===== src/design/rbp_pkg.sv =====
// Shared types and constants for the replicate border pad block.
`default_nettype none
package rbp_pkg;

   // Internal coordinate widths: hold width + 1 and height + 1
   localparam int COL_BITS = 12;
   localparam int ROW_BITS = 14;

   // Configuration port
   localparam int CSR_IDX_BITS  = 2;
   localparam int CSR_DATA_BITS = 13;
   localparam logic [CSR_IDX_BITS-1:0] CSR_SRC_WIDTH    = 2'd0;
   localparam logic [CSR_IDX_BITS-1:0] CSR_SRC_HEIGHT   = 2'd1;
   localparam logic [CSR_IDX_BITS-1:0] CSR_PIXEL_FORMAT = 2'd2;

   // Pixel format codes
   localparam logic [1:0] FMT_8  = 2'd0;
   localparam logic [1:0] FMT_16 = 2'd1;
   localparam logic [1:0] FMT_32 = 2'd2;

   // Input item kinds
   localparam logic KIND_PIXEL = 1'b0;
   localparam logic KIND_DRAIN = 1'b1;

   // Queue between front and back
   localparam int QUEUE_DEPTH    = 4;
   localparam int QUEUE_PTR_BITS = 2;

   // Effective frame settings
   typedef struct packed {
      logic [COL_BITS-1:0] width;
      logic [ROW_BITS-1:0] height;
      logic [31:0]         mask;
   } cfg_type;

   // One classified item: a pixel value and where its results go
   typedef struct packed {
      logic [31:0]         pixel;
      logic [ROW_BITS-1:0] row;
      logic [COL_BITS-1:0] col;
      logic                first_col;
      logic                last_col;
   } entry_type;

endpackage
`default_nettype wire


===== src/design/rbp_queue.sv =====
// Short item queue between the front and back parts.
`default_nettype none
module rbp_queue (
   input  wire logic               clock,
   input  wire logic               reset,
   input  wire logic               push,
   input  wire rbp_pkg::entry_type din,
   output logic                    full,
   input  wire logic               pop,
   output rbp_pkg::entry_type      dout,
   output logic                    empty
);
   import rbp_pkg::*;

   entry_type                 slot_ff [QUEUE_DEPTH];
   logic [QUEUE_PTR_BITS-1:0] wr_ptr_ff, wr_ptr_in;
   logic [QUEUE_PTR_BITS-1:0] rd_ptr_ff, rd_ptr_in;
   logic [QUEUE_PTR_BITS:0]   count_ff, count_in;
   logic                      do_push;
   logic                      do_pop;

   assign full    = (count_ff == (QUEUE_PTR_BITS+1)'(QUEUE_DEPTH));
   assign empty   = (count_ff == '0);
   assign do_push = push && !full;
   assign do_pop  = pop && !empty;
   assign dout    = slot_ff[rd_ptr_ff];

   // Pointer and fill tracking
   always_comb begin
      wr_ptr_in = do_push ? wr_ptr_ff + QUEUE_PTR_BITS'(1) : wr_ptr_ff;
      rd_ptr_in = do_pop ? rd_ptr_ff + QUEUE_PTR_BITS'(1) : rd_ptr_ff;
      count_in  = count_ff;
      if (do_push && !do_pop) begin
         count_in = count_ff + (QUEUE_PTR_BITS+1)'(1);
      end else if (do_pop && !do_push) begin
         count_in = count_ff - (QUEUE_PTR_BITS+1)'(1);
      end
   end

   always_ff @(posedge clock) begin
      if (reset) begin
         wr_ptr_ff <= '0;
         rd_ptr_ff <= '0;
         count_ff  <= '0;
      end else begin
         wr_ptr_ff <= wr_ptr_in;
         rd_ptr_ff <= rd_ptr_in;
         count_ff  <= count_in;
      end
   end

   // Storage
   always_ff @(posedge clock) begin
      if (do_push) begin
         slot_ff[wr_ptr_ff] <= din;
      end
   end

endmodule
`default_nettype wire


===== config.mk =====
export PLATFORM = sky130hd
export DESIGN_NAME = rbp_queue
export DESIGN_NICKNAME = d
export VERILOG_FILES = /design/src/design/rbp_pkg.sv /design/src/design/rbp_queue.sv
export SDC_FILE = /design/constraint.sdc
export NUM_CORES = 1
export LEC_CHECK = 0
export ABC_AREA = 1
export BUFFER_PORTS_ARGS = -buffer_cell sky130_fd_sc_hd__buf_4
export CORE_ASPECT_RATIO = 0.6
export CORE_MARGIN = 2
export CORE_UTILIZATION = 52
export CTS_BUF_LIST = sky130_fd_sc_hd__clkbuf_8 sky130_fd_sc_hd__clkbuf_16
export CTS_CLUSTER_DIAMETER = 100
export DETAILED_ROUTE_END_ITERATION = 10
export GPL_TIMING_DRIVEN = 0
export PLACE_DENSITY = 0.88
export SLEW_MARGIN = 10
export SYNTH_ARGS = -nofsm -noshare
export SYNTH_HDL_FRONTEND = slang
export SYNTH_SLANG_ARGS = --single-unit

===== constraint.sdc =====
create_clock -name clock -period 3.9 [get_ports clock]
set_input_delay 0.195 -clock clock [delete_from_list [all_inputs] [get_ports clock]]
set_output_delay 0.195 -clock clock [all_outputs]
set_load 0.05 [all_outputs]

After elaboration in Yosys (flattened, before gate mapping). Memory sizes are Yosys's and may differ from the RTL's. A register that Yosys moved wholly into a read port is not among the register bits. Index checks and enable logic that the tools add are counted.

$add $sub $neg: 4. Equality and inequality tests: 1. Multiplexer cells: 6. Reduce and logical (&&, ||, !) cells: 10.

Operators by type and width (number): two-way mux 3 bit (2); adder 2 x 1 -> 2 bit (second input constant) (2); logical AND 1 bit (4); zero test 1 bit (4); two-way mux 2 bit (2); adder 3 x 1 -> 3 bit (second input constant) (1); == test 3 bit (second input constant) (1); zero test 3 bit (1); subtractor 3 x 1 -> 3 bit (second input constant) (1); two-way mux 1 bit (2); nonzero test 2 bit (1).

Flip-flop bits (word level): 7. Memory bits (writable): 240. Bits of input ports: 64. Output and inout port bits: 62. Logic and storage cells: 25. Memories kept: 1.

Memory list: slot_ff (words 4, bits a word 60, read ports 1, clocked after memory_dff 1, write ports 1, RTL line rbp_queue.sv:15) `entry_type slot_ff [QUEUE_DEPTH];`.

Depth between registers and ports, before layout.
Depth in word-level cells: 7. Gate-level depth with buffers: 13. Depth with buffers taken out: 13.

Worst setup path after synthesis. Ideal clock, no wire load.

Kind: flip-flop to flip-flop. Start: register count_ff[0]. End: memory slot_ff[0][0] (netlist name) (enable). Setup time: 0.478 ns. Arrival time: 3.170 ns. Required time: 3.422 ns. Path slack: 0.251 ns. Cell stages (with the launch flop): 5. Buffers on the path: 0. Period minus slack after synthesis: 3.649 ns. Path through: dfxtp_1 > nor2_1 > nand2_1 > nand2_1 > nor2_1.

Cells in the longest elaborated chain, start to end: 5.

RTL lines: from (decl) (RTL line rbp_queue.sv:18) `logic [QUEUE_PTR_BITS:0] count_ff, count_in;`; from (signal assigned) (RTL line rbp_queue.sv:48) `count_ff <= count_in;`; == test 3 bit (RTL line rbp_queue.sv:22) `assign full = (count_ff == (QUEUE_PTR_BITS+1)'(QUEUE_DEPTH));`; zero test 1 bit (RTL line rbp_queue.sv:24) `assign do_push = push && !full;`; logical AND 1 bit (RTL line rbp_queue.sv:24); two-way mux 1 bit (RTL line rbp_queue.sv:54) `if (do_push) begin`; two-way mux 1 bit (implied by the code) (RTL line rbp_queue.sv:55) `slot_ff[wr_ptr_ff] <= din;`; to (decl) (RTL line rbp_queue.sv:15).

Every way passes these cells.

==> impl_metrics.toml <==
[status]
outcome = "finished clean"

[routing]
vias_per_cell = 5.44
drc = 0
dr_total_vias = 6132
ant_nets = 0
dr.pass1.iters = 5
detail_route.wl_per_cell_um = 19.0
drt_iter0_drc = 537
wl_mm = 21.5

[clock_network]
root_buffer = "clkbuf_16"
clock-sinks = 249
tritoncts = "built"
numCtsBuffers = 23
insertion_delay_ns = 0.50
post_cts_resized = 0
cts.clk_slew.worst_paths_ns = 0.07
clockBufferDepth = 3
cts_hold_buf = 63
postCtsSetupBuffers = 0
h-tree-depth = 1

[logic_synthesis]
synth_area_leaders = "edfxtp_1 (75%), nor2_1 (4.5%), o21ai_0 (4.2%)"
yosysWarnings = 0
seq_area_frac_synth_pct = 77.3
yosysUniqueCellTypes = 21
syn-num-nets = 720
syn_inst = 650
mappedNetlistArea_sq_um = 9550
yosys.area.top_type = "edfxtp_1"
synth_top_area_share_pct = 75.5
syn_avg_cell_area_sq_um = 14.7
synth-seq-cells = 249

[floorplanning]
chipHeight_um = 109
initial_utilization_pct = 53.0
design.die.area_sq_um = 19500
pin_count = 126
std_cell_rows = 38
core_area_sq_um = 18000
die_w_um = 179

[finish]
stdcell_count = 1127
drive_gt1_share_pct = 25.1
nNetsFinal = 941
n_fill_cell = 1152
final_cell_mix = "edfxtp_1 (240), buf_4 (125), nor2_1 (110), o21ai_0 (81), dlygate4sd3_1 (63)"
layout_commonest_cell = "edfxtp_1"
finish.utilization_pct = 68.3
diodes = 0
area_growth_pct = 28.9

[power_and_ir_drop]
p_total_w = 0.00867
ir_drop_mv = 0.434
p_leak_nw = 4.39
power_density_nw_per_um2 = 704

[setup_path]
worst-endpoint-required_ns = 3.70
path_delay_family = "buffers and inverters"
cp_slowest_stage_delay_ns = 0.43
crit_path_end_kind = "primary output"
cp_cell_sequence = "inv_1 > clkbuf_1 > o21ai_1 > o22ai_1 > buf_4"
slowest_stage = "dfxtp_1"
critPathArrivalTime_ns = 2.34
cp_num_buf_inv = 3
crit_type = "register to primary output"
crit_fanout = 10
cp-start-kind = "register"

[sta]
tightest_slew_ns = 0.582
slew_violations = 0
fin_crit_ns = 2.53
hold_slack_ns = 0.430
skew_ns = 0.00762
setup_viol = 0
finalHoldViolations = 0
period_share_pct = 64.9
fmax_ghz = 0.395
rsz0062_at_grt = "false"
relSlewSlack_pct = 61.2

[global_route]
grt.total_usage_pct = 22.4
grt_max_degree = 29
overflow = 0
grt_pass1_vias = 6223
grt_antenna_before_repair = 0
grt_pass1_wl_mm = 32.7

[worst_hold_path]
hold_class = "primary input to register"

[place]
dpl.hpwl_mm = 13.4
place.gp.congestion = 0.769
portBuffers = 125
dp.cells = 1023

[job]
max_cap_viol_count = 0
-- cell families after synthesis --
| group | synth area share (%) |
|---|---|
| xor+xnor | 0.0917 |
| compound gates | 11.7 |
| fa+ha+maj | 0.865 |
| simple gates | 6.67 |
| buf+inv | 3.30 |
| flops | 77.3 |
-- per-stage QoR --
step                      instance area (sq um)  TNS, ns  setup slack (ns)
final                                     12300        0              1.37
after global routing                      12300        0              1.31
after CTS                                 12300        0              1.42
after detailed placement                  11000        0              1.66
after global placement                    10800  -359.94             -1.63
after floorplan                            9550        0             0.251
-- synth_stat cells --
library cell	n
buf_6	9
a21oi_1	3
o21ai_0	81
nor2_2	20
nand3_1	4
o22ai_2	20
buf_8	3
nand3b_1	1
inv_1	17
buf_2	3
fa_1	1
nand2_1	15
clkbuf_1	23
ha_1	5
edfxtp_1	240
nor2_1	114
o21ai_1	40
o22ai_1	40
xor2_1	1
dfxtp_1	9
inv_2	1
-- metal layers --
metal	global-route usage, %	share of wire (%)	up-vias	wire, um
met5	0	0	-	0
li1	-	-	2866	-
met4	6.68	2.4	0	512
met1	31.0	42	2920	8990
met3	4.18	8.5	45	1820
met2	36.8	47	301	10100
-- sequential cells by signal, indices dropped and copies added (netlist names), named ones only --
register / cells
rd_ptr_ff: 2
count_ff: 3
wr_ptr_ff: 2
slot_ff: 240
-- worst reg2reg max path, stage by stage, from the launching register on --
cell and delay (ns):
dfxtp_1 0.33, nor2_1 0.17, nand2_1 0.13, nand2_1 0.34, inv_1 0.17, ha_1 0.27, inv_1 0.10, fa_1 0.41
o21ai_0 0.17, nor2_1 0.05
-- cell type report --
class	instances	area, sq um	share of cell area [%]
sequential	249	7390	60.0
buffer	38	248	2.01
tap	240	300	2.44
timing repair buffer	196	1740	14.2
multi-input combinational	345	1880	15.3
clock inverter	18	110	0.894
clock buffer	23	576	4.67
inverter	18	67.6	0.549
-- power breakdown --
part           internal [W]  switching [W]
Clock               0.00114       0.000930
Combinational      0.000964        0.00230
Sequential          0.00325      0.0000885
Total               0.00535        0.00331
-- worst paths after layout --
kind                      from        endpoint  slack, ns  cells after the start
setup / recovery      register        dout[25]       1.37                      5
hold / removal         din[19]  slot_ff[2][19]       0.43                      2
setup reg to reg   count_ff[1]     count_ff[1]       1.65                      9
hold reg to reg   rd_ptr_ff[1]        register       0.51                      2
Note: power is estimated with default switching activity, not from simulation.
