<file path="src/design/rbp_pkg.sv">
// Shared types and constants for the replicate border pad block.
`default_nettype none
package rbp_pkg;

   // Internal coordinate widths: hold width + 1 and height + 1
   localparam int COL_BITS = 12;
   localparam int ROW_BITS = 14;

   // Configuration port
   localparam int CSR_IDX_BITS  = 2;
   localparam int CSR_DATA_BITS = 13;
   localparam logic [CSR_IDX_BITS-1:0] CSR_SRC_WIDTH    = 2'd0;
   localparam logic [CSR_IDX_BITS-1:0] CSR_SRC_HEIGHT   = 2'd1;
   localparam logic [CSR_IDX_BITS-1:0] CSR_PIXEL_FORMAT = 2'd2;

   // Pixel format codes
   localparam logic [1:0] FMT_8  = 2'd0;
   localparam logic [1:0] FMT_16 = 2'd1;
   localparam logic [1:0] FMT_32 = 2'd2;

   // Input item kinds
   localparam logic KIND_PIXEL = 1'b0;
   localparam logic KIND_DRAIN = 1'b1;

   // Queue between front and back
   localparam int QUEUE_DEPTH    = 4;
   localparam int QUEUE_PTR_BITS = 2;

   // Effective frame settings
   typedef struct packed {
      logic [COL_BITS-1:0] width;
      logic [ROW_BITS-1:0] height;
      logic [31:0]         mask;
   } cfg_type;

   // One classified item: a pixel value and where its results go
   typedef struct packed {
      logic [31:0]         pixel;
      logic [ROW_BITS-1:0] row;
      logic [COL_BITS-1:0] col;
      logic                first_col;
      logic                last_col;
   } entry_type;

endpackage
`default_nettype wire

</file>
<file path="src/design/rbp_back.sv">
// Back part: expands each queued item into its padded results.
`default_nettype none
module rbp_back (
   input  wire logic               clock,
   input  wire logic               reset,
   input  wire rbp_pkg::cfg_type   cfg,
   input  wire logic               q_empty,
   input  wire rbp_pkg::entry_type q_head,
   output logic                    q_pop,
   output logic                    rsp_empty,
   input  wire logic               rsp_pop,
   output logic [31:0]             rsp_pixel_out,
   output logic [10:0]             rsp_out_col,
   output logic [12:0]             rsp_out_row,
   output logic                    rsp_row_end,
   output logic                    rsp_frame_end
);
   import rbp_pkg::*;

   // Which result of the head item goes next
   localparam logic [1:0] PH_START = 2'd0;
   localparam logic [1:0] PH_MID   = 2'd1;
   localparam logic [1:0] PH_RIGHT = 2'd2;

   logic [1:0]          phase_ff, phase_in;
   logic [1:0]          phase_next;
   logic                out_valid_ff, out_valid_in;
   logic [31:0]         pixel_ff;
   logic [COL_BITS-1:0] col_ff;
   logic [ROW_BITS-1:0] row_ff;
   logic                row_end_ff;
   logic                frame_end_ff;

   logic                load;
   logic                last_of_item;
   logic [COL_BITS-1:0] emit_col;
   logic [COL_BITS-1:0] w_p1;
   logic                emit_row_end;
   logic                emit_frame_end;

   assign w_p1 = cfg.width + COL_BITS'(1);
   assign load = !q_empty && (!out_valid_ff || rsp_pop);

   // Result selection: left pad, own column, right pad
   always_comb begin
      emit_col     = q_head.col;
      phase_next   = PH_START;
      last_of_item = 1'b1;
      case (phase_ff)
         PH_START: begin
            if (q_head.first_col) begin
               emit_col     = '0;
               phase_next   = PH_MID;
               last_of_item = 1'b0;
            end else if (q_head.last_col) begin
               phase_next   = PH_RIGHT;
               last_of_item = 1'b0;
            end
         end
         PH_MID: begin
            if (q_head.last_col) begin
               phase_next   = PH_RIGHT;
               last_of_item = 1'b0;
            end
         end
         PH_RIGHT: begin
            emit_col = w_p1;
         end
         default: begin
            emit_col = q_head.col;
         end
      endcase
   end

   assign emit_row_end   = (emit_col == w_p1);
   assign emit_frame_end = emit_row_end && (q_head.row == cfg.height + ROW_BITS'(1));
   assign q_pop          = load && last_of_item;
   assign phase_in       = load ? phase_next : phase_ff;
   assign out_valid_in   = load ? 1'b1 : (out_valid_ff && !rsp_pop);

   always_ff @(posedge clock) begin
      if (reset) begin
         phase_ff     <= PH_START;
         out_valid_ff <= 1'b0;
      end else begin
         phase_ff     <= phase_in;
         out_valid_ff <= out_valid_in;
      end
   end

   // Output register
   always_ff @(posedge clock) begin
      if (load) begin
         pixel_ff     <= q_head.pixel;
         col_ff       <= emit_col;
         row_ff       <= q_head.row;
         row_end_ff   <= emit_row_end;
         frame_end_ff <= emit_frame_end;
      end
   end

   assign rsp_empty     = !out_valid_ff;
   assign rsp_pixel_out = pixel_ff;
   assign rsp_out_col   = col_ff[10:0];
   assign rsp_out_row   = row_ff[12:0];
   assign rsp_row_end   = row_end_ff;
   assign rsp_frame_end = frame_end_ff;

endmodule
`default_nettype wire

</file>
<file path="config.mk">
export PLATFORM = sky130hd
export DESIGN_NAME = rbp_back
export DESIGN_NICKNAME = d
export VERILOG_FILES = /design/src/design/rbp_pkg.sv /design/src/design/rbp_back.sv
export SDC_FILE = /design/constraint.sdc
export NUM_CORES = 1
export LEC_CHECK = 0
export ABC_AREA = 1
export BUFFER_PORTS_ARGS = -buffer_cell sky130_fd_sc_hd__clkbuf_2
export CORE_UTILIZATION = 40
export CTS_CLUSTER_DIAMETER = 40
export DETAILED_ROUTE_END_ITERATION = 7
export PLACE_DENSITY = 0.83
export SLEW_MARGIN = 20
export SYNTH_ARGS = -nofsm -noshare
export SYNTH_HDL_FRONTEND = slang
export SYNTH_SLANG_ARGS = --single-unit
</file>
<file path="constraint.sdc">
create_clock -name clock -period 5.6 [get_ports clock]
set_input_delay 1.12 -clock clock [delete_from_list [all_inputs] [get_ports clock]]
set_output_delay 1.12 -clock clock [all_outputs]
set_load 0.02 [all_outputs]
</file>
=== Word-level counts from Yosys, hierarchy flattened ===
Cells that the tools add are included.

* Register bits after elaboration: 61
* Input bits: 122
* Logic and storage cells: 31

* Add/subtract/negate cells: 2
* Equal/unequal tests: 4
* Mux-type cells: 9
* Reduce and logical (&&, ||, !) cells: 9

{| class="wikitable"
|+ Operator list
! cell !! number
|-
| case mux 12 bit (2 select lines) || 1
|-
| adder 14 x 1 -> 14 bit (second input constant) || 1
|-
| equality test 14 bit || 1
|-
| adder 12 x 1 -> 12 bit (second input constant) || 1
|-
| equality test 12 bit || 1
|-
| two-way mux 12 bit || 1
|-
| logical AND 1 bit || 4
|-
| two-way mux 2 bit || 2
|-
| case mux 2 bit (2 select lines) || 1
|-
| logical NOT 1 bit || 3
|-
| two-way mux 1 bit || 3
|-
| equality test 2 x 1 -> 1 bit (second input constant) || 1
|-
| equality test 2 bit (second input constant) || 1
|-
| logical NOT 2 bit || 1
|-
| case mux 1 bit (2 select lines) || 1
|-
| logical OR 1 bit || 1
|}

=== Depth between registers and ports, before layout ===
Gate-level depths: netlist (run 1).

* Depth after elaboration: 4
* Mapped depth: 13
* Depth with buffers taken out: 13

=== Worst setup path after synthesis (run 1) ===
Ideal clock, no wire load.

* Path kind: input to output
* From: input port rsp_pop
* To: output port q_pop
* Arrival: 5,222 ps
* Slack: -742 ps
* Cell stages on the path: 5
* Buffers on the path: 0
* Cell sequence: inv_1 a21oi_1 inv_1 a21oi_1 a21boi_0

* Word-level cells in the longest chain between the ends: 3

{| class="wikitable"
|+ RTL lines
! element !! line !! text
|-
| start, declared || rbp_back.sv:11 || <nowiki>input wire logic rsp_pop,</nowiki>
|-
| logical OR 1 bit || rbp_back.sv:42 || <nowiki>assign load = !q_empty && (!out_valid_ff || rsp_pop);</nowiki>
|-
| logical AND 1 bit || rbp_back.sv:42 ||
|-
| net load || rbp_back.sv:34 || <nowiki>logic load;</nowiki>
|-
| logical AND 1 bit || rbp_back.sv:77 || <nowiki>assign q_pop = load && last_of_item;</nowiki>
|-
| end, declared || rbp_back.sv:9 || <nowiki>output logic q_pop,</nowiki>
|}

The timed path passes the listed nets, and every way through them passes these cells.

=== Final worst setup path (run 1) ===
* From: input port q_head[1] (netlist bit)
* To: output port q_pop

* Word-level cells in the longest chain between the ends: 3

{| class="wikitable"
|+ RTL lines
! element !! line !! text
|-
| start, declared || rbp_back.sv:8 || <nowiki>input wire rbp_pkg::entry_type q_head,</nowiki>
|-
| two-way mux 1 bit || rbp_back.sv:51 || <nowiki>if (q_head.first_col) begin</nowiki>
|-
| case mux 1 bit (2 select lines) || rbp_back.sv:49 || <nowiki>case (phase_ff)</nowiki>
|-
| logical AND 1 bit || rbp_back.sv:77 ||
|}

No other way between the ends.

==> impl_metrics.yaml, run 1 <==
synthesis:
  synth_top_area_share_pct: 55.81
  synth_area_leaders: "edfxtp_1 56%, nand2_1 10%, inv_1 5.4%"
  syn_inst: 328
  ys_warn_count: 0
  synthFlopType: "edfxtp_1"
  syn-num-nets: 452
  synth_top_cell_by_area: "edfxtp_1"
  synth_area_per_cell_um2: 9.514
  synth-edff-count: 58
  synthArstFlopShare_pct: 0
  ys_ff_latch: 61
  seq_area_frac_synth_pct: 57.74
  synth.cell_area_um2: 3120
  synth_cell_types: 32
floorplan:
  die_w_um: 90.33
  coreArea_um2: 7408
  num_rows: 31
  io_pins: 182
  die-area_um2: 8159
  die_h_um: 90.33
  start_util_pct: 42.12
critical_path:
  crit_path_frequent_cell: "clkbuf_2"
  startpoint_type: "input pin"
  worstPathRequired_ps: 4480
  slowest_stage: "nand2_1"
  crit_type: "input pin to output port"
  critPathArrivalTime_ps: 2250
  cpPeakStageDelay_ps: 320
  cp_max_fo: 12
  r2r_slack_ps: 3550
  cp-end-kind: "output port"
  crit_chain: "clkbuf_2, nand2_1, inv_1, a21oi_1, a21boi_0, clkbuf_2"
cts:
  ctsResizeCount: 0
  htreeDepth: 3
  clockRootBuffer: "clkbuf_8"
  ctsHoldBuffers: 0
  cts_setup_buffers: 0
  cts_tree: "yes"
  clk_path_buf_depth: 2
  clk_latency_ps: 330
  cts.sinks: 61
  numCtsBuffers: 9
  clk_pin_slew_ps: 70
layout:
  drive_gt1_share_pct: 37.27
  area_growth_pct: 35.61
  nets: 610
  antenna_cells: 0
  stdcell_count: 590
  fin_area_um2: 4232
  finish.utilization_pct: 57.12
sta:
  whs_ps: 495.4
  min_period_over_period_pct: 60.12
  fmax_ghz: 0.2970
  tns_ps: 0
  fin_ws_ps: 2233
  fin_skew_ps: 17.39
  grt_setup_unrepaired: "false"
  setup_viol: 0
  min_period_ps: 3367
  slew_headroom_pct: 49.63
  tightest_slew_ps: 755.6
  slew_violations: 0
  finalHoldViolCount: 0
global_routing:
  top_usage_layer: "met2"
  grtUsageTotal_pct: 18.68
  antenna_found_initial: 0
  grt_pass1_wl_mm: 11.88
  met3_usage_pct: 4.714
  grt-ovfl-total: 0
  grt_pass1_vias: 2614
  grt_use_met1_pct: 22.73
  met2_usage_pct: 31.68
  grt_max_degree: 59
detailed_routing:
  drt_iter0_markers: 108
  avgRoutedWirePerCell_um: 12.53
  firstDrtPassIters: 5
  num_vias: 2783
  wl_mm: 7.394
  antenna_left: 0
  vias_per_cell: 4.717
  remaining_drc_errors: 0
power:
  internal_power_mw: 0.9076
  power.switching_mw: 0.3207
  pwr-share-clk_pct: 38.6
  power_frac_seq_pct: 44.3
  p_leak_nw: 2.110
  total_power_mw: 1.228
  p_per_area_nw_per_um2: 290.3
  comb_power_share_pct: 17.1
  swShare_pct: 26.11
  ir_drop_uv: 146.7
job:
  drv_cap: 0
worst_hold_path:
  hold_path_class: "flip-flop to flip-flop"
place:
  dpl.cell_count: 574
  routabilityCongestion: 0.8283
  place_ws_ps: 2221
  dpl.hpwl_mm: 5.624
  placed_area_um2: 3993
  port_buffers: 149
run_status:
  status: "complete, no violations"
## layer usage
metal	share of wire [%]	vias to the layer above
met5	0	-
met4	1.4	0
met3	7.7	12
met2	48	132
met1	43	1238
li1	-	1401
## Yosys cell counts (5+ instances only)
| master | instances |
|---|---|
| nand2_1 | 87 |
| edfxtp_1 | 58 |
| inv_1 | 45 |
| nor2_1 | 26 |
| nand3_1 | 25 |
| nand4_1 | 11 |
| xor2_1 | 11 |
| a21oi_1 | 9 |
| o21ai_0 | 8 |
| xnor2_1 | 8 |
| inv_2 | 5 |
## power groups by stage
stage	combinational (mW)	sequential, mW	clock [mW]
6_report	0.210	0.544	0.474
5_1_grt	0.232	0.546	0.510
4_1_cts	0.211	0.545	0.487
3_5_place_dp	0.210	0.554	0
3_3_place_gp	0.204	0.553	0
2_1_floorplan	0.0906	0.590	0
## layout make-up
class / count / area, µm²
clock inverters: 6 / 111.4
fillers: 649 / 3177
inverters: 52 / 195.2
well taps: 99 / 123.9
repair buffers: 150 / 753.2
flip-flops and latches: 61 / 1802
multi-input cells: 212 / 1119
clock buffers: 10 / 127.6
## cell usage in the layout, fill, tap and decap left out, types with 2 or more instances in the layout
cell type / Yosys / routed
clkinv_1: 2 / 2
xor2_1: 11 / 11
clkbuf_2: 0 / 149
nand3b_1: 2 / 2
xnor2_1: 8 / 8
nor3_1: 2 / 2
nand3_1: 25 / 25
ha_1: 2 / 2
nand2_2: 3 / 3
a211oi_1: 2 / 2
nor2_4: 3 / 3
nand4_1: 11 / 11
edfxtp_1: 58 / 58
nand2_1: 87 / 87
a21oi_1: 9 / 8
bufinv_16: 0 / 3
nor2_1: 26 / 26
o21ai_0: 8 / 8
clkbuf_8: 0 / 9
inv_2: 5 / 5
nor2_2: 3 / 3
dfxtp_1: 3 / 3
o21a_1: 2 / 2
inv_1: 45 / 45
## state kept, by name, indices dropped and copies added (netlist names)
register,flops
row_ff,13
col_ff,11
phase_ff,2
out_valid_ff,1
rsp_row_end,1
rsp_frame_end,1
rsp_pixel_out,32
## cells by family after synthesis
logic type | Yosys count | share of synthesized area (%)
DFF | 61 | 57.74
buffers and inverters | 55 | 6.776
AOI/OAI and AO/OA | 25 | 4.531
and+or+nand+nor | 165 | 24.10
adders and majority gates | 2 | 0.8018
xor gates and xnor gates | 20 | 6.054
## path summary, 6_finish.rpt
check,endpoint,from,depth (start not counted)
setup / recovery,q_pop,q_head[1],6
hold reg to reg,phase_ff[0],phase_ff[0],2
setup reg to reg,rsp_frame_end,phase_ff[0],10
hold / removal,phase_ff[0],phase_ff[0],2
## critical path: cells and delay by family
kind,cells,cell delay (ps)
simple gates,1,320
buf+inv,3,390
compound gates,2,410
No activity file was read; power rests on OpenSTA's default activity.
==> run 2: changes to the inputs <==
- CORE_UTILIZATION: 40 -> 44
- PLACE_DENSITY: 0.83 -> 0.87
- clock period: 5.6 -> 3.3 ns (I/O delays scaled with it)
==> impl_metrics.yaml, run 2 (same netlist as run 1, synthesis figures left out) <==
floorplan:
  num_rows: 30
  io_pins: 182
  coreArea_um2: 6832
  die_h_um: 86.22
  start_util_pct: 45.68
  die_w_um: 86.22
  die-area_um2: 7433
layout:
  final_cell_mix: "149 x clkbuf_2, 87 x nand2_1, 58 x edfxtp_1"
  stdcell_count: 587
  nFillCells: 586
  multi_input_area_um2: 1119
  register_area_um2: 1802
  final_common_cell: "clkbuf_2"
  area_growth_pct: 34.16
  nets: 610
  drive_gt1_share_pct: 37.47
  antenna_cells: 0
  largest_reg_flops: 32
power:
  p_per_area_nw_per_um2: 460.7
  pwr-share-clk_pct: 33.6
  internal_power_mw: 1.389
  power_frac_seq_pct: 47.8
  p_leak_nw: 2.093
  ir_drop_uv: 241.2
  power.switching_mw: 0.5403
  comb_power_share_pct: 18.6
  swShare_pct: 28.01
place:
  routabilityCongestion: 0.8662
  port_buffers: 149
  dpl.cell_count: 571
  dpl.hpwl_mm: 5.710
critical_path:
  crit_chain: "clkbuf_2, nand2_1, inv_1, a21oi_1, a21boi_1, clkbuf_2"
  critPathArrivalTime_ps: 1740
  slowest_stage: "nand2_1"
  critical_path.startpoint: "q_head[1]"
  cpPeakStageDelay_ps: 310
  crit_type: "input pin to output port"
  r2r_slack_ps: 1310
  cp_max_fo: 12
  crit_path_frequent_cell: "clkbuf_2"
  reg2reg_depth: 11
  regToRegStartpoint: "phase_ff[0]"
  startpoint_type: "input pin"
  worstPathRequired_ps: 2640
  worstReg2RegEnd: "rsp_frame_end"
  crit_end: "q_pop"
  cp-end-kind: "output port"
cts:
  cts_tree: "yes"
  cts.sinks: 61
  clk_pin_slew_ps: 80
  clockRootBuffer: "clkbuf_8"
  clk_latency_ps: 330
  clk_path_buf_depth: 2
  numCtsBuffers: 9
  cts_setup_buffers: 0
  ctsHoldBuffers: 0
  htreeDepth: 3
  ctsResizeCount: 0
worst_hold_path:
  hold_path_class: "input pin to flip-flop"
detailed_routing:
  met2_length_mm: 3.778
  dr.max_layer_used: "met4"
  drt_iter0_markers: 95
  num_vias: 2845
  routedLengthMet1_mm: 2.632
  remaining_drc_errors: 0
  avgRoutedWirePerCell_um: 12.40
  dr_wl_met3_um: 662
  firstDrtPassIters: 4
  antenna_left: 0
  wl_mm: 7.278
  vias_per_cell: 4.847
global_routing:
  antenna_found_initial: 0
  grtUsageTotal_pct: 19.43
  grt-ovfl-total: 0
  grt_pass1_wl_mm: 11.03
  grt_pass1_vias: 2593
  grt_max_degree: 59
sta:
  tightest_slew_ps: 721.1
  fin_skew_ps: 9.836
  min_period_ps: 2405
  finalHoldViolCount: 0
  whs_ps: 492.8
  grt_setup_unrepaired: "false"
  slew_violations: 0
  slew_headroom_pct: 51.93
  fmax_ghz: 0.4158
  min_period_over_period_pct: 72.87
  tns_ps: 0
  setup_viol: 0
run_status:
  status: "complete, no violations"
job:
  drv_cap: 0
-- run 2: cell types whose count changed in the layout (fill, tap and decap cells not counted), sizes merged --
cell / change
bufinv: -2
clkbuf: -1
clkinv: +2
inv: +1
-- run 2: how the worst min path moves through the flow --
stage	from	end	slack, ps	cells past startpoint
after floorplan	phase_ff[0]	phase_ff[0]	450	2
after global placement	phase_ff[0]	phase_ff[0]	460	2
after detailed placement	phase_ff[0]	phase_ff[0]	480	2
after CTS	q_head[34]	rsp_pixel_out[6]	480	1
after global routing	q_head[38]	rsp_pixel_out[10]	470	1
final	q_head[39]	rsp_pixel_out[11]	490	1
-- run 2: per-stage QoR --
stage | instance area [µm²] | worst slack, ps | util [%] | power, mW
after floorplan | 3132 | 80.64 | - | 1.155
after CTS | 4187 | 934.3 | 61.28 | 1.949
after global placement | 3989 | 949.1 | 58.39 | 1.282
final | 4187 | 895.2 | 61.28 | 1.929
after global routing | 4187 | 767.7 | 61.28 | 2.018
after detailed placement | 3989 | 942.0 | 58.39 | 1.297
-- run 2: worst max-delay path, delay by kind of cell --
family | cells | cell delay [ps]
compound gates | 2 | 370
buf+inv | 3 | 410
simple gates | 1 | 310
-- run 2: per-layer routing --
metal	track usage [%]	up-vias
li1	-	1407
met3	6.000	21
met5	0	-
met1	19.34	1263
met4	10.15	0
met2	36.15	154
-- run 2: final cells by class --
cell class                      count  share of cell area [%]
Sequential cell                    61                   43.04
Multi-Input combinational cell    212                   26.72
Timing Repair Buffer              150                   17.99
Inverter                           52                   4.662
Clock buffer                        9                   2.959
Tap cell                           96                   2.869
Clock inverter                      7                   1.763
-- run 2: power by group through the flow --
stage / clock network (mW) / logic [mW] / registers [mW]
after floorplan: 0 / 0.155 / 1.00
after global placement: 0 / 0.345 / 0.937
after detailed placement: 0 / 0.357 / 0.940
after CTS: 0.667 / 0.359 / 0.923
after global routing: 0.697 / 0.394 / 0.927
final: 0.647 / 0.359 / 0.922
==> run 3: changes to the inputs <==
- CORE_UTILIZATION: 44 -> 40
- PLACE_DENSITY: 0.87 -> 0.83
- clock period: 3.3 -> 2.2 ns (I/O delays scaled with it)
==> impl_metrics.yaml, run 3 (same netlist as run 1, synthesis figures left out) <==
cts:
  cts.sinks: 61
  clk_pin_slew_ps: 80
  htreeDepth: 3
  clk_latency_ps: 330
  clk_path_buf_depth: 2
  cts_tree: "yes"
  numCtsBuffers: 9
  clockRootBuffer: "clkbuf_8"
sta:
  fin_skew_ps: 6.212
  finalHoldViolCount: 0
  setup_viol: 0
  whs_ps: 281.3
  min_period_ps: 1978
  min_period_over_period_pct: 89.93
  grt_setup_unrepaired: "false"
  fmax_ghz: 0.5054
  tightest_slew_ps: 297.9
  slew_violations: 0
  slew_headroom_pct: 80.07
detailed_routing:
  vias_per_cell: 4.650
  wl_mm: 7.173
  remaining_drc_errors: 0
  avgRoutedWirePerCell_um: 12.12
  num_vias: 2753
  drt_iter0_markers: 105
  firstDrtPassIters: 4
  antenna_left: 0
worst_hold_path:
  hold_depth: 1
  hp-start: "q_head[42]"
  whs_endpoint: "rsp_pixel_out[14]"
  hold_path_class: "input pin to flip-flop"
power:
  p_per_area_nw_per_um2: 685.3
  swShare_pct: 28.19
  p_leak_nw: 2.102
  ir_drop_uv: 256.8
  comb_power_share_pct: 18.8
  pwr-share-clk_pct: 33.6
  total_power_mw: 2.911
  power_frac_seq_pct: 47.5
  power.switching_mw: 0.8207
  internal_power_mw: 2.090
critical_path:
  crit_type: "flip-flop to output port"
  cp.depth: 6
  cp_max_fo: 12
  cp-end-kind: "output port"
  critPathArrivalTime_ps: 1540
  slowest_stage: "dfxtp_1"
  crit_family: "buffers and inverters"
  startpoint_type: "flip-flop"
  regToRegStartpoint: "phase_ff[0]"
  crit_buf_inv: 3
  cpPeakStageDelay_ps: 340
  crit_chain: "inv_2, nand2_2, inv_1, a21oi_2, a21boi_4, clkbuf_2"
  reg2reg_depth: 11
  r2r_slack_ps: 420
  worstReg2RegEnd: "rsp_row_end"
  worstPathRequired_ps: 1760
floorplan:
  die_w_um: 90.33
  die-area_um2: 8159
  die_h_um: 90.33
  io_pins: 182
  coreArea_um2: 7408
  start_util_pct: 42.12
  num_rows: 31
layout:
  largest_reg_flops: 32
  final_cell_mix: "149 x clkbuf_2, 86 x nand2_1, 58 x edfxtp_1"
  fin_area_um2: 4248
  antenna_cells: 0
  area_growth_pct: 36.13
  stdcell_count: 592
  final_common_cell: "clkbuf_2"
  drive_gt1_share_pct: 38.54
  nets: 612
global_routing:
  grt_max_degree: 59
  grt-ovfl-total: 0
  antenna_found_initial: 0
  grtUsageTotal_pct: 18.25
  grt_pass1_vias: 2561
  grt_pass1_wl_mm: 11.63
place:
  dpl.cell_count: 576
  routabilityCongestion: 0.8384
  dpl.hpwl_mm: 5.719
  port_buffers: 149
  placed_area_um2: 4048
job:
  drv_cap: 0
run_status:
  status: "complete, no violations"
run 3: cell count changes in the layout (fill, tap and decap cells not counted), sizes merged:
cell	previous run	this run
buf	1	3
clkinv	6	4
clkinvlp	1	3
run 3: cell type report:
type	count	area, µm²
timing repair buffer	152	780.7
tap	99	123.9
multi-input combinational	212	1136
fill	662	3161
inverter	52	207.7
clock buffer	9	123.9
clock inverter	7	73.82
sequential	61	1802
run 3: worst max-delay path by stage:
stage	to	start
3_3_place_gp	rsp_row_end	cfg[46]
4_1_cts	q_pop	phase_ff[0]
5_1_grt	q_pop	phase_ff[0]
6_report	q_pop	phase_ff[0]
3_5_place_dp	rsp_row_end	cfg[46]
2_1_floorplan	q_pop	rsp_pop
run 3: per-stage QoR:
| stage | util [%] | worst slack (ps) | TNS [ps] |
|---|---|---|---|
| finish | 57.34 | 221.5 | 0 |
| global route | 57.34 | 56.98 | 0 |
| CTS | 57.30 | 68.90 | 0 |
| detailed placement | 54.64 | 227.5 | 0 |
| global placement | 54.64 | 279.1 | 0 |
| floorplan | - | -256.0 | -256.0 |
run 3: power by group through the flow:
stage	clock network, mW	logic (mW)	registers, mW
after floorplan	0	0.237	1.50
after global placement	0	0.533	1.41
after detailed placement	0	0.548	1.41
after CTS	1.02	0.550	1.38
after global routing	1.06	0.609	1.39
final	0.980	0.549	1.38
run 3: layer usage:
| metal | global-route usage [%] | vias to the layer above | routed length [µm] |
|---|---|---|---|
| met1 | 20.61 | 1211 | 2924 |
| li1 | - | 1405 | - |
| met4 | 10.89 | 0 | 202 |
| met5 | 0 | - | 0 |
| met3 | 2.694 | 18 | 374 |
| met2 | 32.57 | 119 | 3672 |
run 3: timing repair:
action / CTS / global route
setup endpoints to repair: 0 / 1
buffers inserted: 0 / 0
resized for setup: 0 / 1
hold buffers: 0 / 0
